===== src/hdl/range_gated_polar_conversion_top_defines.svh =====
// Assertion macros shared by the range-gated polar conversion RTL.
`ifndef RANGE_GATED_POLAR_CONVERSION_TOP_DEFINES_SVH
`define RANGE_GATED_POLAR_CONVERSION_TOP_DEFINES_SVH

// Check a condition at every clock edge outside reset.
`define RGPC_CHECK(label, cond, msg) \
   label: assert property (@(posedge clock) disable iff (reset) (cond)) else $error(msg);

// Check that a condition implies another in the same cycle.
`define RGPC_CHECK_IMPL(label, ante, cons, msg) \
   label: assert property (@(posedge clock) disable iff (reset) (ante) |-> (cons)) \
      else $error(msg);

`endif


===== src/hdl/rgpc_pkg.sv =====
// Types, constants and the arctangent table of the range-gated polar conversion.
`default_nettype none
package rgpc_pkg;

   // CORDIC datapath widths
   localparam int GUARD_BITS = 16;
   localparam int XY_W       = 36;
   localparam int Z_W        = 26;
   localparam int HALF_W     = 17;
   localparam int MAG_W      = 2 * HALF_W;
   localparam int GAIN_W     = 30;
   localparam int PROD_W     = HALF_W + GAIN_W;
   localparam int SUM_W      = MAG_W + GAIN_W + 1;
   localparam int MAG_SHIFT  = 30 + GUARD_BITS;
   localparam int ANGLE_FRAC = 8;
   localparam int ANGLE_W    = Z_W + 1;

   // Inverse CORDIC gain, round(2^30 / K)
   localparam logic [GAIN_W-1:0] INV_GAIN = 30'd652032874;
   localparam logic signed [15:0] ANGLE_LIMIT = 16'sd23040;

   // Result status codes
   localparam logic [2:0] ST_OK         = 3'd0;
   localparam logic [2:0] ST_LINK_FAIL  = 3'd1;
   localparam logic [2:0] ST_NOT_SEEN   = 3'd2;
   localparam logic [2:0] ST_TOO_NEAR   = 3'd3;
   localparam logic [2:0] ST_TOO_FAR    = 3'd4;
   localparam logic [2:0] ST_LAT_OUT    = 3'd5;

   // Register indexes
   localparam logic [1:0] CSR_CAMERA_OFFSET = 2'd0;
   localparam logic [1:0] CSR_MIN_FORWARD   = 2'd1;
   localparam logic [1:0] CSR_MAX_FORWARD   = 2'd2;
   localparam logic [1:0] CSR_MAX_LATERAL   = 2'd3;

   // Register reset values
   localparam logic signed [15:0] RST_CAMERA_OFFSET = 16'sd0;
   localparam logic signed [15:0] RST_MIN_FORWARD   = 16'sd0;
   localparam logic signed [15:0] RST_MAX_FORWARD   = 16'sd11200;
   localparam logic [14:0]        RST_MAX_LATERAL   = 15'd4800;

   // Fields carried alongside the CORDIC datapath
   typedef struct packed {
      logic [2:0]         status;
      logic signed [15:0] center_x;
      logic signed [15:0] center_y;
      logic signed [15:0] robot_forward;
      logic signed [15:0] lateral;
   } meta_type;

   // One CORDIC cell's payload
   typedef struct packed {
      meta_type                meta;
      logic signed [XY_W-1:0]  x;
      logic signed [XY_W-1:0]  y;
      logic signed [Z_W-1:0]   z;
   } stage_type;

   // atan(2^-i) in degrees, scaled by 2^16
   function automatic logic signed [Z_W-1:0] atan_entry(input int idx);
      logic signed [Z_W-1:0] v;
      case (idx)
         0:       v = 26'sd2949120;
         1:       v = 26'sd1740967;
         2:       v = 26'sd919879;
         3:       v = 26'sd466945;
         4:       v = 26'sd234379;
         5:       v = 26'sd117304;
         6:       v = 26'sd58666;
         7:       v = 26'sd29335;
         8:       v = 26'sd14668;
         9:       v = 26'sd7334;
         10:      v = 26'sd3667;
         11:      v = 26'sd1833;
         12:      v = 26'sd917;
         13:      v = 26'sd458;
         14:      v = 26'sd229;
         15:      v = 26'sd115;
         16:      v = 26'sd57;
         17:      v = 26'sd29;
         18:      v = 26'sd14;
         19:      v = 26'sd7;
         20:      v = 26'sd4;
         21:      v = 26'sd2;
         22:      v = 26'sd1;
         default: v = 26'sd0;
      endcase
      return v;
   endfunction

endpackage
`default_nettype wire


===== src/hdl/rgpc_cell.sv =====
// One CORDIC vectoring cell: a single rotation with a fixed shift.
`default_nettype none
module rgpc_cell #(
   parameter int STAGE = 0
) (
   input  wire logic                 clock,
   input  wire logic                 reset,
   input  wire logic                 in_valid,
   output logic                      in_ready,
   input  wire rgpc_pkg::stage_type  in_data,
   output logic                      out_valid,
   input  wire logic                 out_ready,
   output rgpc_pkg::stage_type       out_data
);

   logic                               valid_ff;
   rgpc_pkg::stage_type                data_ff;
   rgpc_pkg::stage_type                data_in;
   logic signed [rgpc_pkg::XY_W-1:0]   x_cur;
   logic signed [rgpc_pkg::XY_W-1:0]   y_cur;
   logic signed [rgpc_pkg::XY_W-1:0]   x_sh;
   logic signed [rgpc_pkg::XY_W-1:0]   y_sh;
   logic signed [rgpc_pkg::Z_W-1:0]    z_cur;

   // Rotate towards the x axis and accumulate the angle
   always_comb begin
      x_cur   = in_data.x;
      y_cur   = in_data.y;
      z_cur   = in_data.z;
      x_sh    = x_cur >>> STAGE;
      y_sh    = y_cur >>> STAGE;
      data_in = in_data;
      if (!y_cur[rgpc_pkg::XY_W-1]) begin
         data_in.x = x_cur + y_sh;
         data_in.y = y_cur - x_sh;
         data_in.z = z_cur + rgpc_pkg::atan_entry(STAGE);
      end else begin
         data_in.x = x_cur - y_sh;
         data_in.y = y_cur + x_sh;
         data_in.z = z_cur - rgpc_pkg::atan_entry(STAGE);
      end
   end

   assign in_ready = !valid_ff || out_ready;

   // Advance when the next cell can take the transfer
   always_ff @(posedge clock) begin
      if (reset) begin
         valid_ff <= 1'b0;
      end else if (in_ready) begin
         valid_ff <= in_valid;
      end
   end

   always_ff @(posedge clock) begin
      if (in_ready && in_valid) begin
         data_ff <= data_in;
      end
   end

   assign out_valid = valid_ff;
   assign out_data  = data_ff;

endmodule
`default_nettype wire


===== config.mk =====
export PLATFORM = sky130hd
export DESIGN_NAME = rgpc_cell
export DESIGN_NICKNAME = d
export VERILOG_FILES = /design/src/hdl/range_gated_polar_conversion_top_defines.svh /design/src/hdl/rgpc_pkg.sv /design/src/hdl/rgpc_cell.sv
export SDC_FILE = /design/constraint.sdc
export NUM_CORES = 1
export LEC_CHECK = 0
export BUFFER_PORTS_ARGS = -buffer_cell sky130_fd_sc_hd__buf_2
export CORE_ASPECT_RATIO = 0.9
export CORE_MARGIN = 2
export CORE_UTILIZATION = 38
export CTS_BUF_LIST = sky130_fd_sc_hd__clkbuf_8
export CTS_CLUSTER_SIZE = 16
export DETAILED_ROUTE_END_ITERATION = 10
export GPL_ROUTABILITY_DRIVEN = 0
export GPL_TIMING_DRIVEN = 0
export SYNTH_ARGS = -nofsm -noshare
export SYNTH_HDL_FRONTEND = slang
export SYNTH_SLANG_ARGS = --single-unit

===== constraint.sdc =====
create_clock -name clock -period 6.4 [get_ports clock]
set_clock_uncertainty 0.2 [all_clocks]
set_input_delay 0.96 -clock clock [delete_from_list [all_inputs] [get_ports clock]]
set_output_delay 0.96 -clock clock [all_outputs]
set_load 0.005 [all_outputs]

==> results.cfg <==
[drt]
drt_iter0_drc = 1247
first_pass_iters = 6
drt_wl_total_mm = 39.5
vias_per_cell = 5.49
via_count = 10700
postRouteAntennaNets = 0
drc = 0
routedWlPerCell_um = 20.4

[clock_tree]
cts_inserted_buffers = 17
clkTransAtPathRegs_ps = 110
cts_tree = done
clock_path_buffers = 2
cts-root-buf = clkbuf_8
htree_levels = 4
cts_num_sinks = 165
post_cts_buffers = 0
holdBufCountCts = 0
clk_latency_ps = 480
cts_resized = 0

[setup_path]
end_kind = flop
critical-path-slowest-cell = o21ai_0
reg2reg_to = out_data[8]
arrival_ps = 4570
crit_start = in_data[28]
max_stage_delay_ps = 970
rrSetupSlack_ps = 4110
crit_path_start_kind = input pin
critical_path_class = input pin to flop
worstRegToRegCells = 4
required_ps = 6440
endpoint = out_data[60]
crit_chain = buf_2 -> inv_1 -> ha_1 -> buf_2 -> nor2b_1 -> o211ai_1 -> a211o_1 -> a21oi_1 -> o21ai_0 -> o21ai_0 -> a211o_1 -> o211ai_1 -> xnor2_1
worstReg2RegStart = out_valid
crit_fanout = 10

[floorplanning]
die_area_um2 = 31700
dieWidth_um = 188
top_level_ports = 336
fp.dieH_um = 169
num_rows = 60
floorplan.initialDensity_pct = 38.6
core_area_um2 = 29900

[pwr]
pwr-share-seq_pct = 44.1
finalPower_w = 0.00308
p_per_area_nw_per_um2 = 217
combPwrFrac_pct = 30.4
switching_share_pct = 35.5
p_int_w = 0.00199
switching_power_w = 0.00109
p_clk_share_pct = 25.5
vdd_drop_max_mv = 0.122
leakagePower_nw = 6.24

[synthesis]
synthArstFlopShare_pct = 0
ys_warn_count = 0
yosysSeqAreaShare_pct = 42.9
synth_cells = 1169
yosysUniqueCellTypes = 66
syn-num-nets = 1459
yosys_register_bits = 165
syn_area_um2 = 11500
avgSynthCellArea_um2 = 9.86
ys.flop_type = edfxtp_1
synth_edf_count = 164

[timing]
rsz0062_at_grt = false
finalCriticalPeriod_ps = 4530
min_period_over_period_pct = 70.7
hold_viol = 0
fmax_mhz = 221
report.final.slew_viol_count = 0
tightest_slew_ps = 1220
setup_violations = 0
relSlewSlack_pct = 18.1

[final_layout]
final_cell_mix = 338 x buf_2, 164 x edfxtp_1, 121 x inv_1, 121 x a21oi_1, 117 x ha_1
drive_gt1_share_pct = 25.6
fin_util_pct = 47.4
num_antenna_cells = 0
fin_area_um2 = 14200
final_common_cell = buf_2
area_delta_synth_final_pct = 22.9
final_nets = 1815

[global_route]
grt_pass1_vias = 9958
antenna_found_initial = 0
grt_pass1_wl_mm = 57.8
grt_max_degree = 73
track_usage_pct = 23.9
grt_overflow = 0

[place]
dp_hpwl_mm = 30.9
placed_cell_area_um2 = 13800
io_buffers = 335

[worst_hold_path]
min_path_type = flop to flop

[status]
outcome = finished, final reports clean

[job]
drv.max_cap_violation_count = 0
-- layout make-up --
type                    count  area, um2
flip-flops and latches    165       4940
repair buffers            337       1730
well taps                 403        504
clock inverters            15        165
multi-input cells         831       5910
plain buffers              50        210
inverters                 123        462
clock buffers              17        234
fillers                  2939      15700
-- worst min path at each step --
stage | slack (ps) | depth (start not counted) | endpoint | startpoint
3_3_place_gp | 320 | 2 | out_valid | out_valid
2_1_floorplan | 320 | 2 | out_valid | out_valid
3_5_place_dp | 340 | 2 | out_valid | out_valid
6_report | 350 | 2 | out_valid | out_valid
4_1_cts | 350 | 2 | out_valid | out_valid
5_1_grt | 380 | 2 | out_valid | out_valid
-- flip-flops by register name, indices dropped and copies added (netlist names) --
name and flops:
out_valid 1, out_data 164
-- power groups by stage --
stage / clock network (W) / registers (W) / logic (W)
floorplan: 0 / 0.00141 / 0.000521
global placement: 0 / 0.00140 / 0.000903
detailed placement: 0 / 0.00138 / 0.000914
CTS: 0.000809 / 0.00136 / 0.000921
global route: 0.000842 / 0.00137 / 0.00101
finish: 0.000785 / 0.00136 / 0.000935
-- Yosys cell counts (all sizes together) (5+ instances only) --
cell type / count / area share [%]
a2111oi: 6 / 0.46
clkbuf: 36 / 1.2
or2: 6 / 0.33
xor2: 13 / 0.99
mux2i: 14 / 1.2
nand3: 22 / 0.96
nor3: 23 / 1.0
o21ai: 76 / 3.3
and2: 5 / 0.27
ha: 117 / 13
or3: 5 / 0.27
nand2b: 15 / 0.81
a211o: 6 / 0.46
nor4: 9 / 0.49
o211ai: 13 / 0.85
a31oi: 11 / 0.60
inv: 122 / 4.0
and3: 6 / 0.41
a21o: 24 / 1.6
a211oi: 13 / 0.85
a21oi: 121 / 5.3
xnor2: 64 / 4.9
edfxtp: 164 / 43
buf: 14 / 0.65
nand2: 47 / 1.5
o21bai: 18 / 1.2
o31ai: 14 / 0.91
nand4: 10 / 0.54
o311ai: 5 / 0.38
nor2: 86 / 2.8
o21a: 12 / 0.78
a21boi: 5 / 0.33
nor2b: 14 / 0.76
-- cells by family (layout without fill, tap and decap cells) --
| kind of cell | after synthesis | in the layout | share of synthesized area [%] |
|---|---|---|---|
| AOI/OAI and AO/OA | 362 | 362 | 20.0 |
| buffers and inverters | 173 | 542 | 5.83 |
| DFF | 165 | 165 | 42.9 |
| xor gates and xnor gates | 77 | 77 | 5.85 |
| muxes | 14 | 14 | 1.22 |
| adders and majority gates | 121 | 121 | 13.4 |
| and+or+nand+nor | 257 | 257 | 10.8 |
-- through the flow --
stage / hold WS, ps / instances / worst slack (ps) / TNS, ps
after floorplan: 322 / 1169 / 777 / 0
after global placement: 319 / 1907 / -1030 / -163270
after detailed placement: 336 / 1909 / 1630 / 0
after CTS: 352 / 1941 / 2150 / 0
after global routing: 382 / 1941 / 1810 / 0
final: 351 / 1941 / 1870 / 0
-- worst max-delay path: cells and delay by family --
family | cells | cell delay (ps)
compound gates | 7 | 2660
buf+inv | 3 | 350
fa+ha+maj | 1 | 310
simple gates | 1 | 160
xor+xnor | 1 | 120
-- layer usage --
metal  wire [um]  track usage [%]
met1       16200             30.9
met2       18500             40.0
met3        3510             5.33
met4        1340             7.94
met5           0                0
Note: power is estimated with default switching activity, not from simulation.
