--- config.mk ---
export PLATFORM = sky130hd
export DESIGN_NAME = rgpc_scale
export DESIGN_NICKNAME = d
export VERILOG_FILES = /design/src/hdl/range_gated_polar_conversion_top_defines.svh /design/src/hdl/rgpc_pkg.sv /design/src/hdl/rgpc_scale.sv
export SDC_FILE = /design/constraint.sdc
export NUM_CORES = 1
export LEC_CHECK = 0
export BUFFER_PORTS_ARGS = -buffer_cell sky130_fd_sc_hd__buf_2
export CAP_MARGIN = 10
export CORE_UTILIZATION = 62
export DETAILED_ROUTE_END_ITERATION = 10
export GPL_TIMING_DRIVEN = 0
export PLACE_DENSITY_LB_ADDON = 0.05
export SETUP_SLACK_MARGIN = 0.5
export SLEW_MARGIN = 20
export SYNTH_ARGS = -nofsm -noshare
export SYNTH_HDL_FRONTEND = slang
export SYNTH_SLANG_ARGS = --single-unit
export TNS_END_PERCENT = 5
--- constraint.sdc ---
create_clock -name clock -period 19.65 [get_ports clock]
set_clock_uncertainty 0.1 [all_clocks]
set_input_delay 1.965 -clock clock [delete_from_list [all_inputs] [get_ports clock]]
set_output_delay 1.965 -clock clock [all_outputs]
set_load 0.02 [all_outputs]
--- src/hdl/range_gated_polar_conversion_top_defines.svh ---
// Assertion macros shared by the range-gated polar conversion RTL.
`ifndef RANGE_GATED_POLAR_CONVERSION_TOP_DEFINES_SVH
`define RANGE_GATED_POLAR_CONVERSION_TOP_DEFINES_SVH

// Check a condition at every clock edge outside reset.
`define RGPC_CHECK(label, cond, msg) \
   label: assert property (@(posedge clock) disable iff (reset) (cond)) else $error(msg);

// Check that a condition implies another in the same cycle.
`define RGPC_CHECK_IMPL(label, ante, cons, msg) \
   label: assert property (@(posedge clock) disable iff (reset) (ante) |-> (cons)) \
      else $error(msg);

`endif

--- src/hdl/rgpc_pkg.sv ---
// Types, constants and the arctangent table of the range-gated polar conversion.
`default_nettype none
package rgpc_pkg;

   // CORDIC datapath widths
   localparam int GUARD_BITS = 16;
   localparam int XY_W       = 36;
   localparam int Z_W        = 26;
   localparam int HALF_W     = 17;
   localparam int MAG_W      = 2 * HALF_W;
   localparam int GAIN_W     = 30;
   localparam int PROD_W     = HALF_W + GAIN_W;
   localparam int SUM_W      = MAG_W + GAIN_W + 1;
   localparam int MAG_SHIFT  = 30 + GUARD_BITS;
   localparam int ANGLE_FRAC = 8;
   localparam int ANGLE_W    = Z_W + 1;

   // Inverse CORDIC gain, round(2^30 / K)
   localparam logic [GAIN_W-1:0] INV_GAIN = 30'd652032874;
   localparam logic signed [15:0] ANGLE_LIMIT = 16'sd23040;

   // Result status codes
   localparam logic [2:0] ST_OK         = 3'd0;
   localparam logic [2:0] ST_LINK_FAIL  = 3'd1;
   localparam logic [2:0] ST_NOT_SEEN   = 3'd2;
   localparam logic [2:0] ST_TOO_NEAR   = 3'd3;
   localparam logic [2:0] ST_TOO_FAR    = 3'd4;
   localparam logic [2:0] ST_LAT_OUT    = 3'd5;

   // Register indexes
   localparam logic [1:0] CSR_CAMERA_OFFSET = 2'd0;
   localparam logic [1:0] CSR_MIN_FORWARD   = 2'd1;
   localparam logic [1:0] CSR_MAX_FORWARD   = 2'd2;
   localparam logic [1:0] CSR_MAX_LATERAL   = 2'd3;

   // Register reset values
   localparam logic signed [15:0] RST_CAMERA_OFFSET = 16'sd0;
   localparam logic signed [15:0] RST_MIN_FORWARD   = 16'sd0;
   localparam logic signed [15:0] RST_MAX_FORWARD   = 16'sd11200;
   localparam logic [14:0]        RST_MAX_LATERAL   = 15'd4800;

   // Fields carried alongside the CORDIC datapath
   typedef struct packed {
      logic [2:0]         status;
      logic signed [15:0] center_x;
      logic signed [15:0] center_y;
      logic signed [15:0] robot_forward;
      logic signed [15:0] lateral;
   } meta_type;

   // One CORDIC cell's payload
   typedef struct packed {
      meta_type                meta;
      logic signed [XY_W-1:0]  x;
      logic signed [XY_W-1:0]  y;
      logic signed [Z_W-1:0]   z;
   } stage_type;

   // atan(2^-i) in degrees, scaled by 2^16
   function automatic logic signed [Z_W-1:0] atan_entry(input int idx);
      logic signed [Z_W-1:0] v;
      case (idx)
         0:       v = 26'sd2949120;
         1:       v = 26'sd1740967;
         2:       v = 26'sd919879;
         3:       v = 26'sd466945;
         4:       v = 26'sd234379;
         5:       v = 26'sd117304;
         6:       v = 26'sd58666;
         7:       v = 26'sd29335;
         8:       v = 26'sd14668;
         9:       v = 26'sd7334;
         10:      v = 26'sd3667;
         11:      v = 26'sd1833;
         12:      v = 26'sd917;
         13:      v = 26'sd458;
         14:      v = 26'sd229;
         15:      v = 26'sd115;
         16:      v = 26'sd57;
         17:      v = 26'sd29;
         18:      v = 26'sd14;
         19:      v = 26'sd7;
         20:      v = 26'sd4;
         21:      v = 26'sd2;
         22:      v = 26'sd1;
         default: v = 26'sd0;
      endcase
      return v;
   endfunction

endpackage
`default_nettype wire

--- src/hdl/rgpc_scale.sv ---
// Back end: angle rounding, split gain-correcting multiply and result register.
`default_nettype none
module rgpc_scale #(
   parameter int DIST_WIDTH = 16
) (
   input  wire logic                 clock,
   input  wire logic                 reset,
   input  wire logic                 in_valid,
   output logic                      in_ready,
   input  wire rgpc_pkg::stage_type  in_data,
   output logic                      out_valid,
   input  wire logic                 out_ready,
   output logic [2:0]                status,
   output logic signed [15:0]        center_x_out,
   output logic signed [15:0]        center_y_out,
   output logic signed [15:0]        robot_forward,
   output logic signed [15:0]        lateral_out,
   output logic signed [15:0]        heading_angle,
   output logic [15:0]               straight_distance
);

   localparam int LIMIT_INT = (DIST_WIDTH >= 16) ? 65535 : ((1 << DIST_WIDTH) - 1);
   localparam logic [15:0] DIST_LIMIT = 16'(LIMIT_INT);
   localparam int MAG_OUT_W = rgpc_pkg::SUM_W - rgpc_pkg::MAG_SHIFT;

   // Stage one: low partial product and angle
   logic                                 v1_ff;
   rgpc_pkg::meta_type                   meta1_ff;
   logic [rgpc_pkg::PROD_W-1:0]          plo1_ff;
   logic [rgpc_pkg::PROD_W-1:0]          plo1_in;
   logic [rgpc_pkg::HALF_W-1:0]          xhi1_ff;
   logic signed [15:0]                   ang1_ff;
   logic signed [15:0]                   ang1_in;
   logic [rgpc_pkg::MAG_W-1:0]           x_pos;
   logic signed [rgpc_pkg::ANGLE_W-1:0]  z_round;
   logic signed [rgpc_pkg::ANGLE_W-1:0]  ang_full;
   logic                                 ready1;

   // Stage two: high partial product
   logic                                 v2_ff;
   rgpc_pkg::meta_type                   meta2_ff;
   logic [rgpc_pkg::PROD_W-1:0]          plo2_ff;
   logic [rgpc_pkg::PROD_W-1:0]          phi2_ff;
   logic [rgpc_pkg::PROD_W-1:0]          phi2_in;
   logic signed [15:0]                   ang2_ff;
   logic                                 ready2;

   // Stage three: result register
   logic                                 v3_ff;
   logic [rgpc_pkg::SUM_W-1:0]           mag_sum;
   logic [MAG_OUT_W-1:0]                 mag_raw;
   logic [15:0]                          mag_sat;
   logic                                 ready3;
   logic [2:0]                           status_ff;
   logic signed [15:0]                   cx_ff;
   logic signed [15:0]                   cy_ff;
   logic signed [15:0]                   fwd_ff;
   logic signed [15:0]                   lat_ff;
   logic signed [15:0]                   ang_ff;
   logic [15:0]                          dist_ff;

   // Backpressure chain
   assign ready3   = !v3_ff || out_ready;
   assign ready2   = !v2_ff || ready3;
   assign ready1   = !v1_ff || ready2;
   assign in_ready = ready1;

   // Clamp x, multiply its low half, round and limit the angle
   always_comb begin
      x_pos   = in_data.x[rgpc_pkg::XY_W-1] ? '0 : in_data.x[rgpc_pkg::MAG_W-1:0];
      plo1_in = rgpc_pkg::PROD_W'(x_pos[rgpc_pkg::HALF_W-1:0])
              * rgpc_pkg::PROD_W'(rgpc_pkg::INV_GAIN);
      z_round = {in_data.z[rgpc_pkg::Z_W-1], in_data.z}
              + rgpc_pkg::ANGLE_W'(1 << (rgpc_pkg::ANGLE_FRAC - 1));
      ang_full = z_round >>> rgpc_pkg::ANGLE_FRAC;
      if (in_data.meta.robot_forward <= 16'sd0) begin
         ang1_in = '0;
      end else if (ang_full > rgpc_pkg::ANGLE_W'(rgpc_pkg::ANGLE_LIMIT)) begin
         ang1_in = rgpc_pkg::ANGLE_LIMIT;
      end else if (ang_full < -rgpc_pkg::ANGLE_W'(rgpc_pkg::ANGLE_LIMIT)) begin
         ang1_in = -rgpc_pkg::ANGLE_LIMIT;
      end else begin
         ang1_in = ang_full[15:0];
      end
   end

   always_ff @(posedge clock) begin
      if (reset) begin
         v1_ff <= 1'b0;
      end else if (ready1) begin
         v1_ff <= in_valid;
      end
   end

   always_ff @(posedge clock) begin
      if (ready1 && in_valid) begin
         meta1_ff <= in_data.meta;
         plo1_ff  <= plo1_in;
         xhi1_ff  <= x_pos[rgpc_pkg::MAG_W-1:rgpc_pkg::HALF_W];
         ang1_ff  <= ang1_in;
      end
   end

   // Multiply the high half of x
   assign phi2_in = rgpc_pkg::PROD_W'(xhi1_ff) * rgpc_pkg::PROD_W'(rgpc_pkg::INV_GAIN);

   always_ff @(posedge clock) begin
      if (reset) begin
         v2_ff <= 1'b0;
      end else if (ready2) begin
         v2_ff <= v1_ff;
      end
   end

   always_ff @(posedge clock) begin
      if (ready2 && v1_ff) begin
         meta2_ff <= meta1_ff;
         plo2_ff  <= plo1_ff;
         phi2_ff  <= phi2_in;
         ang2_ff  <= ang1_ff;
      end
   end

   // Combine partial products, round half up and saturate the distance
   always_comb begin
      mag_sum = (rgpc_pkg::SUM_W'(phi2_ff) << rgpc_pkg::HALF_W) + rgpc_pkg::SUM_W'(plo2_ff)
              + (rgpc_pkg::SUM_W'(1) << (rgpc_pkg::MAG_SHIFT - 1));
      mag_raw = mag_sum[rgpc_pkg::SUM_W-1:rgpc_pkg::MAG_SHIFT];
      mag_sat = (mag_raw > MAG_OUT_W'(DIST_LIMIT)) ? DIST_LIMIT : mag_raw[15:0];
   end

   always_ff @(posedge clock) begin
      if (reset) begin
         v3_ff <= 1'b0;
      end else if (ready3) begin
         v3_ff <= v2_ff;
      end
   end

   // Drop data fields of rejected items
   always_ff @(posedge clock) begin
      if (ready3 && v2_ff) begin
         status_ff <= meta2_ff.status;
         if (meta2_ff.status == rgpc_pkg::ST_OK) begin
            cx_ff   <= meta2_ff.center_x;
            cy_ff   <= meta2_ff.center_y;
            fwd_ff  <= meta2_ff.robot_forward;
            lat_ff  <= meta2_ff.lateral;
            ang_ff  <= ang2_ff;
            dist_ff <= mag_sat;
         end else begin
            cx_ff   <= '0;
            cy_ff   <= '0;
            fwd_ff  <= '0;
            lat_ff  <= '0;
            ang_ff  <= '0;
            dist_ff <= '0;
         end
      end
   end

   assign out_valid         = v3_ff;
   assign status            = status_ff;
   assign center_x_out      = cx_ff;
   assign center_y_out      = cy_ff;
   assign robot_forward     = fwd_ff;
   assign lateral_out       = lat_ff;
   assign heading_angle     = ang_ff;
   assign straight_distance = dist_ff;

endmodule
`default_nettype wire

==> results.md <==
- TritonCTS buffer count: 41
- H-tree Lvls: 2
- Gpl congestion: 0.941
- Global route overflow: 0
- Yosys reg bits: 389
- Slowest CP cell: clkbuf_1
- Post-Route WL: 72700 µm
- Critical path peak fanout: 10
- First-pass GRT wire length: 114000 µm
- Mapped cell area: 31500 µm²
- Final nets: 3774
- Skew-Pair Late Insertion Delay: 580 ps
- DR top layer: met5
- Post-route cell area: 35300 µm²
- Syn Area/Cell: 12.3 µm²
- # port buffers: 221
- Synth Flop Type: edfxtp_1
- WL/cell: 20.4 µm
- Core area: 50200 µm²
- Hold Path Class: flop to flop
- Clk sinks: 389
- Final setup viols: 0
- Least-Margin Pin Slew: 891 ps
- Fill cells: 3556
- WS Path Type: primary input to flop
- EDFF count, synth: 386
- Die area: 51700 µm²
- Most frequent cells in the layout: inv_1, fa_1, edfxtp_1
- Unrepaired setup endpoints after global routing: false
- Worst Path Required: 19860 ps
- Vias in the first global route: 20600
- WP buf/inv: 5
- CTS Root Cell: clkbuf_16
- Max Cap Viol: 0
- Slew Viols, Final: 0
- GRT Overall Usage: 0.298
- Met1 Routed Length: 31100 µm
- Syn. warnings: 0
- Area post-placement: 34000 µm²
- Met3 wire length: 5990 µm
- Chip height: 227 µm
- Vias per Instance: 5.44
- F_max: 107 MHz
- Layout cells sized above 1: 0.127
- Largest net degree at the start of global routing: 29
- Reg clk slew, reported paths: 60 ps
- Top delay family on crit path: adder cells
- Setup Buffers After CTS: 0
- Initial Util: 0.628
- Die X: 227 µm
- Resize count post-CTS: 0
- Fin. Hold Viols: 0
- Sequential share of the synthesized area: 0.370
- Antenna-violating nets left: 0
- Most frequent CP cell: fa_1
- Cts hold-fix bufs: 0
- Post-route minimum period: 9330 ps
- R2r setup slk: 12600 ps
- Synth Net Count: 3492
- Worst path cell trace: buf_2 -> buf_1 -> clkbuf_1 -> nor2b_2 -> ha_1 -> fa_1 -> fa_1 -> fa_1 -> fa_1 -> inv_1 -> fa_1 -> inv_1 -> ha_1 -> a211oi_1 -> o21bai_1 -> nor2_1 -> and4_1 -> nor2_2 -> nor3_1 -> o41ai_1 -> a21oi_1 -> xnor2_1
- Initial antenna violation count: 15
- Final worst path period share: 0.475
- CP startpoint kind: primary input
- Drt first pass iters: 7
- Leading cell type in the layout, fill and taps excluded: inv_1
- Crit. End Element: flop
- Worst EP arrival: 9540 ps
- Post-DP HPWL: 60000 µm
- TritonCTS clock tree: built
- Starting DRT DRC Count: 1073
- Relative slew margins: 0.405
- Syn Inst Count: 2567
- P&R area growth vs syn: 12.3%
- Setup_tns: 0 ps
- Boundary Pins: 270
- Asr flop ratio synth: 0
- Routed met2 length: 34300 µm
- Total number of vias: 19400
- Site Rows: 82
- Max Root-Sink Buffers: 3
- Status: complete, no violations
- Distinct cells, synth: 77
- DR DRC count: 0
- CP max stage delay: 700 ps
cells in the mapped netlist, types with 5 or more instances:
master	number	area share
a211oi_1	17	0.0041
a21boi_0	5	0.0012
a21o_1	32	0.0076
a21oi_1	98	0.016
a21oi_2	10	0.0028
a31oi_1	6	0.0012
and2_1	90	0.018
and3_1	6	0.0012
and4_1	14	0.0039
clkbuf_1	21	0.0025
edfxtp_1	386	0.37
fa_1	388	0.25
ha_1	368	0.15
inv_1	608	0.072
nand2_1	60	0.0072
nand2b_1	19	0.0038
nand3_1	36	0.0057
nand4_1	20	0.0040
nor2_1	56	0.0067
nor2_2	10	0.0020
nor2b_1	36	0.0072
nor3_1	16	0.0025
nor4_1	5	0.00099
o21a_1	8	0.0019
o21ai_0	32	0.0051
o21ai_1	11	0.0017
o21bai_1	13	0.0031
or2_2	12	0.0024
xnor2_1	53	0.015
xor2_1	41	0.011
registers in the layout, summed over array words and instances (netlist names), 3 cells and up:
signal,flops
ang2_ff,16
meta2_ff,67
center_y_out,16
meta1_ff,67
xhi1_ff,17
status,3
plo2_ff,29
lateral_out,16
phi2_ff,46
center_x_out,16
straight_distance,16
ang1_ff,16
plo1_ff,29
heading_angle,16
robot_forward,16
cell families after synthesis:
family,share of synthesized area
compound gates,0.0621
xor+xnor,0.0261
fa+ha+maj,0.393
buf+inv,0.0770
flops,0.370
mux,0.00127
simple gates,0.0706
path summary, 6_finish.rpt:
check | start | to | depth (start not counted)
worst min register to register | meta1_ff[25]$_DFFE_PP_ | meta2_ff[25]$_DFFE_PP_ | 0
worst min-delay path | meta1_ff[25]$_DFFE_PP_ | meta2_ff[25]$_DFFE_PP_ | 0
worst max register to register | xhi1_ff[11]$_SDFFCE_PP0P_ | phi2_ff[43]$_DFFE_PP_ | 18
worst max-delay path | in_data[97] | plo1_ff[37]$_DFFE_PP_ | 22
cell type report:
cell class / count / area [µm²] / share of cell area
multi-input combinational: 1540 / 17500 / 0.494
sequential: 389 / 11700 / 0.330
inverter: 608 / 2280 / 0.0646
timing repair buffer: 239 / 1590 / 0.0449
clock buffer: 46 / 1040 / 0.0296
tap: 672 / 841 / 0.0238
clock inverter: 30 / 334 / 0.00945
buffer: 30 / 141 / 0.00400
antenna: 6 / 15.0 / 0.000425
stage by stage:
| step | utilization | cells | worst slack [ps] | hold WS [ps] |
|---|---|---|---|---|
| floorplan | - | 2567 | 5180 | 300 |
| global placement | 0.666 | 3460 | 170 | 300 |
| detailed placement | 0.677 | 3478 | 9760 | 305 |
| CTS | 0.704 | 3554 | 10300 | 311 |
| global route | 0.705 | 3559 | 9770 | 319 |
| finish | 0.705 | 3560 | 10320 | 311 |
routing by layer:
metal  GRT usage  vias to the layer above
li1            -                     9035
met1       0.405                     9604
met2       0.480                      614
met3      0.0871                       97
met4      0.0582                       18
met5           0                        -
Power is left out: the tool's default activity adds up to more than one toggle a clock period on the data nets, which glitch-free logic cannot reach.
