--- config.mk ---
export PLATFORM = sky130hd
export DESIGN_NAME = rgpc_front
export DESIGN_NICKNAME = d
export VERILOG_FILES = /design/src/hdl/range_gated_polar_conversion_top_defines.svh /design/src/hdl/rgpc_pkg.sv /design/src/hdl/rgpc_front.sv
export SDC_FILE = /design/constraint.sdc
export NUM_CORES = 1
export LEC_CHECK = 0
export ABC_AREA = 1
export BUFFER_PORTS_ARGS = -buffer_cell sky130_fd_sc_hd__buf_2
export CAP_MARGIN = 5
export CORE_UTILIZATION = 54
export CTS_BUF_LIST = sky130_fd_sc_hd__clkbuf_8
export DETAILED_ROUTE_END_ITERATION = 6
export GPL_TIMING_DRIVEN = 0
export PLACE_DENSITY = 0.83
export SYNTH_ARGS = -nofsm -noshare
export SYNTH_HDL_FRONTEND = slang
export SYNTH_SLANG_ARGS = --single-unit
--- constraint.sdc ---
create_clock -name clock -period 7.95 [get_ports clock]
set_clock_uncertainty 0.1 [all_clocks]
set_input_delay 1.1925 -clock clock [delete_from_list [all_inputs] [get_ports clock]]
set_output_delay 1.1925 -clock clock [all_outputs]
set_load 0.01 [all_outputs]
--- src/hdl/range_gated_polar_conversion_top_defines.svh ---
// Assertion macros shared by the range-gated polar conversion RTL.
`ifndef RANGE_GATED_POLAR_CONVERSION_TOP_DEFINES_SVH
`define RANGE_GATED_POLAR_CONVERSION_TOP_DEFINES_SVH

// Check a condition at every clock edge outside reset.
`define RGPC_CHECK(label, cond, msg) \
   label: assert property (@(posedge clock) disable iff (reset) (cond)) else $error(msg);

// Check that a condition implies another in the same cycle.
`define RGPC_CHECK_IMPL(label, ante, cons, msg) \
   label: assert property (@(posedge clock) disable iff (reset) (ante) |-> (cons)) \
      else $error(msg);

`endif

--- src/hdl/rgpc_pkg.sv ---
// Types, constants and the arctangent table of the range-gated polar conversion.
`default_nettype none
package rgpc_pkg;

   // CORDIC datapath widths
   localparam int GUARD_BITS = 16;
   localparam int XY_W       = 36;
   localparam int Z_W        = 26;
   localparam int HALF_W     = 17;
   localparam int MAG_W      = 2 * HALF_W;
   localparam int GAIN_W     = 30;
   localparam int PROD_W     = HALF_W + GAIN_W;
   localparam int SUM_W      = MAG_W + GAIN_W + 1;
   localparam int MAG_SHIFT  = 30 + GUARD_BITS;
   localparam int ANGLE_FRAC = 8;
   localparam int ANGLE_W    = Z_W + 1;

   // Inverse CORDIC gain, round(2^30 / K)
   localparam logic [GAIN_W-1:0] INV_GAIN = 30'd652032874;
   localparam logic signed [15:0] ANGLE_LIMIT = 16'sd23040;

   // Result status codes
   localparam logic [2:0] ST_OK         = 3'd0;
   localparam logic [2:0] ST_LINK_FAIL  = 3'd1;
   localparam logic [2:0] ST_NOT_SEEN   = 3'd2;
   localparam logic [2:0] ST_TOO_NEAR   = 3'd3;
   localparam logic [2:0] ST_TOO_FAR    = 3'd4;
   localparam logic [2:0] ST_LAT_OUT    = 3'd5;

   // Register indexes
   localparam logic [1:0] CSR_CAMERA_OFFSET = 2'd0;
   localparam logic [1:0] CSR_MIN_FORWARD   = 2'd1;
   localparam logic [1:0] CSR_MAX_FORWARD   = 2'd2;
   localparam logic [1:0] CSR_MAX_LATERAL   = 2'd3;

   // Register reset values
   localparam logic signed [15:0] RST_CAMERA_OFFSET = 16'sd0;
   localparam logic signed [15:0] RST_MIN_FORWARD   = 16'sd0;
   localparam logic signed [15:0] RST_MAX_FORWARD   = 16'sd11200;
   localparam logic [14:0]        RST_MAX_LATERAL   = 15'd4800;

   // Fields carried alongside the CORDIC datapath
   typedef struct packed {
      logic [2:0]         status;
      logic signed [15:0] center_x;
      logic signed [15:0] center_y;
      logic signed [15:0] robot_forward;
      logic signed [15:0] lateral;
   } meta_type;

   // One CORDIC cell's payload
   typedef struct packed {
      meta_type                meta;
      logic signed [XY_W-1:0]  x;
      logic signed [XY_W-1:0]  y;
      logic signed [Z_W-1:0]   z;
   } stage_type;

   // atan(2^-i) in degrees, scaled by 2^16
   function automatic logic signed [Z_W-1:0] atan_entry(input int idx);
      logic signed [Z_W-1:0] v;
      case (idx)
         0:       v = 26'sd2949120;
         1:       v = 26'sd1740967;
         2:       v = 26'sd919879;
         3:       v = 26'sd466945;
         4:       v = 26'sd234379;
         5:       v = 26'sd117304;
         6:       v = 26'sd58666;
         7:       v = 26'sd29335;
         8:       v = 26'sd14668;
         9:       v = 26'sd7334;
         10:      v = 26'sd3667;
         11:      v = 26'sd1833;
         12:      v = 26'sd917;
         13:      v = 26'sd458;
         14:      v = 26'sd229;
         15:      v = 26'sd115;
         16:      v = 26'sd57;
         17:      v = 26'sd29;
         18:      v = 26'sd14;
         19:      v = 26'sd7;
         20:      v = 26'sd4;
         21:      v = 26'sd2;
         22:      v = 26'sd1;
         default: v = 26'sd0;
      endcase
      return v;
   endfunction

endpackage
`default_nettype wire

--- src/hdl/rgpc_front.sv ---
// Front cell: configuration registers, offset add, range gating and CORDIC seed.
`default_nettype none
module rgpc_front (
   input  wire logic                clock,
   input  wire logic                reset,
   input  wire logic                csr_write_en,
   input  wire logic [1:0]          csr_index,
   input  wire logic [15:0]         csr_wdata,
   input  wire logic                in_valid,
   output logic                     in_ready,
   input  wire logic                link_ok,
   input  wire logic                target_seen,
   input  wire logic signed [15:0]  center_x,
   input  wire logic signed [15:0]  center_y,
   input  wire logic signed [15:0]  camera_forward,
   input  wire logic signed [15:0]  lateral_in,
   output logic                     out_valid,
   input  wire logic                out_ready,
   output rgpc_pkg::stage_type      out_data
);

   logic signed [15:0]   camera_offset_ff;
   logic signed [15:0]   min_forward_ff;
   logic signed [15:0]   max_forward_ff;
   logic [14:0]          max_lateral_ff;
   logic                 valid_ff;
   rgpc_pkg::stage_type  data_ff;
   rgpc_pkg::stage_type  data_in;

   logic signed [16:0]   fwd_sum;
   logic signed [15:0]   fwd_sat;
   logic signed [16:0]   fwd_ext;
   logic signed [16:0]   lat_ext;
   logic [16:0]          fwd_abs;
   logic [16:0]          lat_abs;
   logic [2:0]           status;

   // Write configuration registers
   always_ff @(posedge clock) begin
      if (reset) begin
         camera_offset_ff <= rgpc_pkg::RST_CAMERA_OFFSET;
         min_forward_ff   <= rgpc_pkg::RST_MIN_FORWARD;
         max_forward_ff   <= rgpc_pkg::RST_MAX_FORWARD;
         max_lateral_ff   <= rgpc_pkg::RST_MAX_LATERAL;
      end else if (csr_write_en) begin
         case (csr_index)
            rgpc_pkg::CSR_CAMERA_OFFSET: camera_offset_ff <= csr_wdata;
            rgpc_pkg::CSR_MIN_FORWARD:   min_forward_ff   <= csr_wdata;
            rgpc_pkg::CSR_MAX_FORWARD:   max_forward_ff   <= csr_wdata;
            rgpc_pkg::CSR_MAX_LATERAL:   max_lateral_ff   <= csr_wdata[14:0];
            default: ;
         endcase
      end
   end

   // Add the camera offset and saturate to 16 bits
   always_comb begin
      fwd_sum = {camera_forward[15], camera_forward} + {camera_offset_ff[15], camera_offset_ff};
      if (fwd_sum[16] != fwd_sum[15]) begin
         fwd_sat = fwd_sum[16] ? 16'sh8000 : 16'sh7FFF;
      end else begin
         fwd_sat = fwd_sum[15:0];
      end
      fwd_ext = {fwd_sat[15], fwd_sat};
      lat_ext = {lateral_in[15], lateral_in};
      fwd_abs = fwd_sat[15] ? 17'(-fwd_ext) : 17'(fwd_ext);
      lat_abs = lateral_in[15] ? 17'(-lat_ext) : 17'(lat_ext);
   end

   // Gate on link, detection, forward window and lateral limit
   always_comb begin
      if (!link_ok) begin
         status = rgpc_pkg::ST_LINK_FAIL;
      end else if (!target_seen) begin
         status = rgpc_pkg::ST_NOT_SEEN;
      end else if (fwd_sat <= min_forward_ff) begin
         status = rgpc_pkg::ST_TOO_NEAR;
      end else if (fwd_sat > max_forward_ff) begin
         status = rgpc_pkg::ST_TOO_FAR;
      end else if (lat_abs > {2'b00, max_lateral_ff}) begin
         status = rgpc_pkg::ST_LAT_OUT;
      end else begin
         status = rgpc_pkg::ST_OK;
      end
   end

   // Seed the CORDIC: x from the absolute forward distance, y from lateral
   always_comb begin
      data_in.meta.status        = status;
      data_in.meta.center_x      = center_x;
      data_in.meta.center_y      = center_y;
      data_in.meta.robot_forward = fwd_sat;
      data_in.meta.lateral       = lateral_in;
      data_in.x = {{(rgpc_pkg::XY_W - 17 - rgpc_pkg::GUARD_BITS){1'b0}}, fwd_abs,
                   {rgpc_pkg::GUARD_BITS{1'b0}}};
      data_in.y = {{(rgpc_pkg::XY_W - 16 - rgpc_pkg::GUARD_BITS){lateral_in[15]}}, lateral_in,
                   {rgpc_pkg::GUARD_BITS{1'b0}}};
      data_in.z = '0;
   end

   assign in_ready = !valid_ff || out_ready;

   // Take a transfer whenever the cell is empty or draining
   always_ff @(posedge clock) begin
      if (reset) begin
         valid_ff <= 1'b0;
      end else if (in_ready) begin
         valid_ff <= in_valid;
      end
   end

   always_ff @(posedge clock) begin
      if (in_ready && in_valid) begin
         data_ff <= data_in;
      end
   end

   assign out_valid = valid_ff;
   assign out_data  = data_ff;

endmodule
`default_nettype wire

==> qor.csv, run 1 <==
metric,value,unit
drt-met1-wl,8.40,mm
critPathKind,in -> reg,
ys_types,41,
grt_pass1_vias,6579,
required,8.07,ns
drc,0,
syn_to_final_growth,22.4,%
yosys-top-cells-count,"nand2_1, inv_1, buf_4, edfxtp_1, nor2_1",
diodes,0,
period_needed,5.47,ns
finalCritPeriodShare,68.8,%
drive_above_1_share,28.0,%
nNetsFinal,1422,
yosysTopAreaCellShare,29.3,%
highest_layer,met4,
cts.hold.buffers_added,0,
worstHoldPathCells,2,
crit_path_start,camera_forward[8],
core_area,15300,um2
ant_nets,0,
vias,7293,
cts_resized,0,
place_congestion,0.933,
io_pins,256,
rsz0062_at_grt,false,
postCtsSetupBuffers,0,
slowest_delay,0.45,ns
min_from,max_lateral_ff[5],
wl_met2,9.70,mm
clk_path_buf_depth,2,
wl_per_cell,13.6,um
routed_via_density,4.90,
cts.sinks,147,
worst_pin_slew,0.937,ns
die_y,128,um
cts.clk_slew.worst_paths,0.09,ns
io_buffers,194,
finalCoreUtilization,68.1,%
drt_wl_total,20.2,mm
cts_buffers,17,
finalSetupTns,0,ns
reg2reg_depth,25,
setup_viol,0,
synth_area_leaders,"edfxtp_1, dfxtp_1, ha_1",
fmax,183,MHz
rr_startpoint,camera_offset_ff[8],
yosysWarnings,0,
synth_edf_count,83,
dr.pass1.iters,5,
vdd_drop_max,0.000108,V
ys.flop_type,edfxtp_1,
synthArstFlopShare,0,%
synth_top_area_cell,edfxtp_1,
drv_cap,0,
avgSynthCellArea,8.61,um2
die_w,128,um
synth.most_common_cell,nand2_1,
tritoncts,done,
h-tree-depth,4,
syn_inst,989,
met3_length,1.60,mm
crit_path_end_kind,flop,
yosysSeqAreaShare,44.3,%
syn-cell-area,8520,um2
hold_viol_final,0,
hp-class,reg -> reg,
final_max_slew_viol_count,0,
critical_path.max_fanout,10,
drt_iter0_markers,622,
max_slew_margin,37.0,%
powerDensity,209,nW/um2
outcome,completed,
hpwlAfterDp,16.1,mm
row_count,45,
crit_arrival,5.59,ns
p_leak,0.00519,uW
start_kind,input pin,
fillers,1278,
cts-root-buf,clkbuf_8,
grt_max_degree,33,
cpMaxStageDelayCell,ha_1,
clk_latency,0.45,ns
start_util,55.6,%
grt_pass1_wl,31.7,mm
grt_overflow,0,
die-area,16300,um2
synth_seq_cells,147,
path_common_cell,nand2_1,
grt_use_total,25.2,%
antenna_found_initial,0,
## power by group
part	total [uW]	internal, uW	switching [uW]	leakage (uW)
logic	681	257	424	0.00367
clock network	581	263	318	0.000197
registers	914	893	21.0	0.00133
total	2180	1410	763	0.00519
## metrics by stage
step	power [uW]	setup slack (ns)	instance area (um2)	hold slack (ns)	instances
2_1_floorplan	1400	2.05	8740	0.335	1050
3_3_place_gp	1580	0.551	9980	0.352	1455
3_5_place_dp	1600	2.18	10000	0.355	1457
4_1_cts	2180	2.61	10400	0.370	1489
5_1_grt	2300	2.01	10400	0.394	1489
6_report	2180	2.48	10400	0.368	1489
## final timing paths
kind / endpoint / slack, ns
setup / recovery: out_data[162] / 2.48
hold reg to reg: max_lateral_ff[5] / 0.37
hold / removal: max_lateral_ff[5] / 0.37
setup reg to reg: out_data[162] / 2.98
## cell families after synthesis
logic type / share of synthesized area, %
fa+ha+maj: 10.1
other cells: 0.0440
flops: 44.3
buf+inv: 14.3
xor+xnor: 2.16
compound gates: 11.5
simple gates: 17.5
## routing by layer
| metal | up-vias | track usage (%) |
|---|---|---|
| li1 | 3699 | - |
| met4 | 0 | 9.34 |
| met5 | - | 0 |
| met3 | 38 | 5.65 |
| met2 | 298 | 41.5 |
| met1 | 3258 | 32.4 |
## worst max-delay path, delay by kind of cell
family	cells	cell delay, ns
simple gates	13	1.67
fa+ha+maj	3	1.11
compound gates	6	0.90
buf+inv	4	0.68
## cell type report
class,instances,area [um2],area share (%)
Sequential cell,147,3770,36.2
Multi-Input combinational cell,667,3760,36.1
Timing Repair Buffer,196,1010,9.70
Buffer,101,714,6.85
Inverter,135,507,4.86
Tap cell,211,264,2.53
Clock buffer,17,234,2.24
Clock inverter,15,160,1.54
## state kept, by name, summed over array words and instances, names as in the netlist
name / flops
max_lateral_ff: 15
max_forward_ff: 16
out_valid: 1
out_data: 83
camera_offset_ff: 16
min_forward_ff: 16
## cell usage in the layout (no fill, tap or decap), drive strengths merged, types with 33 or more instances in the layout
cell type	netlist	routed
nand2	176	176
nand3	45	45
edfxtp	83	83
o21ai	87	87
dfxtp	64	64
inv	134	144
nor2	81	81
conb	1	62
a21oi	78	78
buf	85	281
clkbuf	16	33
ha	67	67
No activity file was read; power rests on OpenSTA's default activity.
==> run 2, diff against run 1 <==
- CORE_UTILIZATION: 54 -> 49
- PLACE_DENSITY: 0.83 -> 0.8
- clock period: 7.95 -> 4.71 ns (I/O delays scaled with it)
==> qor.csv, run 2 (synthesis gave the netlist of run 1 again) <==
metric,value,unit,change
ant_nets,0,,unchanged
final_max_slew_viol_count,0,,unchanged
critical_path.top_delay_family,simple AND/OR/NAND/NOR gates,,
finalCritPeriodShare,93.4,%,
dpl_worst_slack,-0.541,ns,-2.72 ns
layout_commonest_cell,buf_2,,
nNetsFinal,1423,,+0.070%
die-area,17900,um2,+10%
diodes,0,,unchanged
critPathKind,in -> reg,,
routed_via_density,4.83,,-1.3%
cts.hold.buffers_added,0,,unchanged
hpwlAfterDp,16.5,mm,+2.3%
start_util,50.8,%,-4.8 points
drt_wl_total,20.8,mm,+3.0%
powerDensity,350,nW/um2,+68%
io_pins,256,,unchanged
drt_iter0_markers,631,,+1.4%
worst_pin_slew,0.790,ns,-0.148 ns
cts.sinks,147,,unchanged
crit_path_start,camera_forward[5],,
drive_above_1_share,28.7,%,+0.68 points
p_leak,0.00519,uW,about the same
dr.pass1.iters,5,,unchanged
grt_pass1_vias,6614,,+0.53%
path_common_cell,nand2_1,,
largest_register_ffs,83,,unchanged
hp-class,in -> reg,,
critical_path.max_fanout,10,,unchanged
io_buffers,194,,unchanged
place_congestion,0.898,,-3.7%
rsz0062_at_grt,false,,
fmax,227,MHz,
hold_viol_final,0,,unchanged
min_from,center_x[9],,
rr_startpoint,camera_offset_ff[8],,
cpMaxStageDelayCell,ha_1,,
core_area,16800,um2,+9.4%
cts_buffers,17,,unchanged
grt_overflow,0,,unchanged
timing.hold.ws,0.302,ns,-0.0660 ns
grt_pass1_wl,32.0,mm,+0.87%
crit_path_end_kind,flop,,
max_slew_margin,46.9,%,+9.9 points
required,4.84,ns,-3.23 ns
row_count,47,,+4.4%
drv_cap,0,,unchanged
period_needed,4.40,ns,
clk_latency,0.47,ns,+0.02 ns
wl_per_cell,13.9,um,+2.3%
antenna_found_initial,0,,unchanged
finalCoreUtilization,62.5,%,-5.6 points
fin_cells,1499,,+0.67%
syn_to_final_growth,23.0,%,
h-tree-depth,4,,unchanged
grt_max_degree,32,,-3.0%
slowest_delay,0.35,ns,-0.10 ns
outcome,completed,,
die_w,134,um,+4.9%
cts.clk_slew.worst_paths,0.10,ns,about the same
path_buf_inv,5,,+1
drc,0,,unchanged
crit_arrival,4.53,ns,-1.06 ns
layout_common_cells,"buf_2, nand2_1, inv_1",,
cts-root-buf,clkbuf_8,,
worst_slack,0.311,ns,-2.17 ns
vdd_drop_max,0.000203,V,+89%
setup_viol,0,,unchanged
grt_use_total,23.0,%,-2.2 points
start_kind,input pin,,
clk_path_buf_depth,2,,unchanged
vias,7243,,-0.69%
die_y,134,um,+4.9%
tritoncts,done,,
placedCellCount,1467,,+0.69%
## run 2: cell types whose count changed in the layout (fill, tap and decap cells not counted), sizes merged
cell,previous run,this run
clkinv,3,1
inv,144,146
bufinv,1,0
clkinvlp,2,3
buf,281,282
## run 2: cell type report
class | count | area, um2
fillers | 1462 | 6290
flip-flops and latches | 147 | 3770
repair buffers | 197 | 1040
well taps | 220 | 275
plain buffers | 101 | 714
clock inverters | 15 | 138
clock buffers | 17 | 234
multi-input cells | 667 | 3790
inverters | 135 | 509
## run 2: metrics by stage
stage	TNS, ns	total power [uW]	area [um2]
after global routing	0	3870	10500
final	0	3670	10500
after floorplan	0	2360	8750
after detailed placement	-1.51	2720	10100
after CTS	0	3650	10400
after global placement	-4.14	2670	9990
## run 2: report_power, final
part / internal (uW) / switching (uW)
logic: 445 / 732
registers: 1510 / 34.3
clock network: 390 / 556
total: 2340 / 1320
## run 2: per-layer routing
layer	routed length (um)	track usage, %
met4	500	9.28
met5	0	0
met3	1260	3.97
met2	10000	37.9
met1	9080	30.0
## run 2: final timing paths
kind / endpoint / slack, ns / cells past startpoint
max: out_data[162] / 0.31 / 28
min: out_data[155] / 0.30 / 1
max reg2reg: out_data[162] / 0.33 / 27
min reg2reg: max_lateral_ff[8] / 0.37 / 2
## run 2: repair_timing
item | in CTS | in global routing
gates resized for setup | 1 | 10
endpoints found under the setup margin | 2 | 3
buffers inserted | 0 | 0
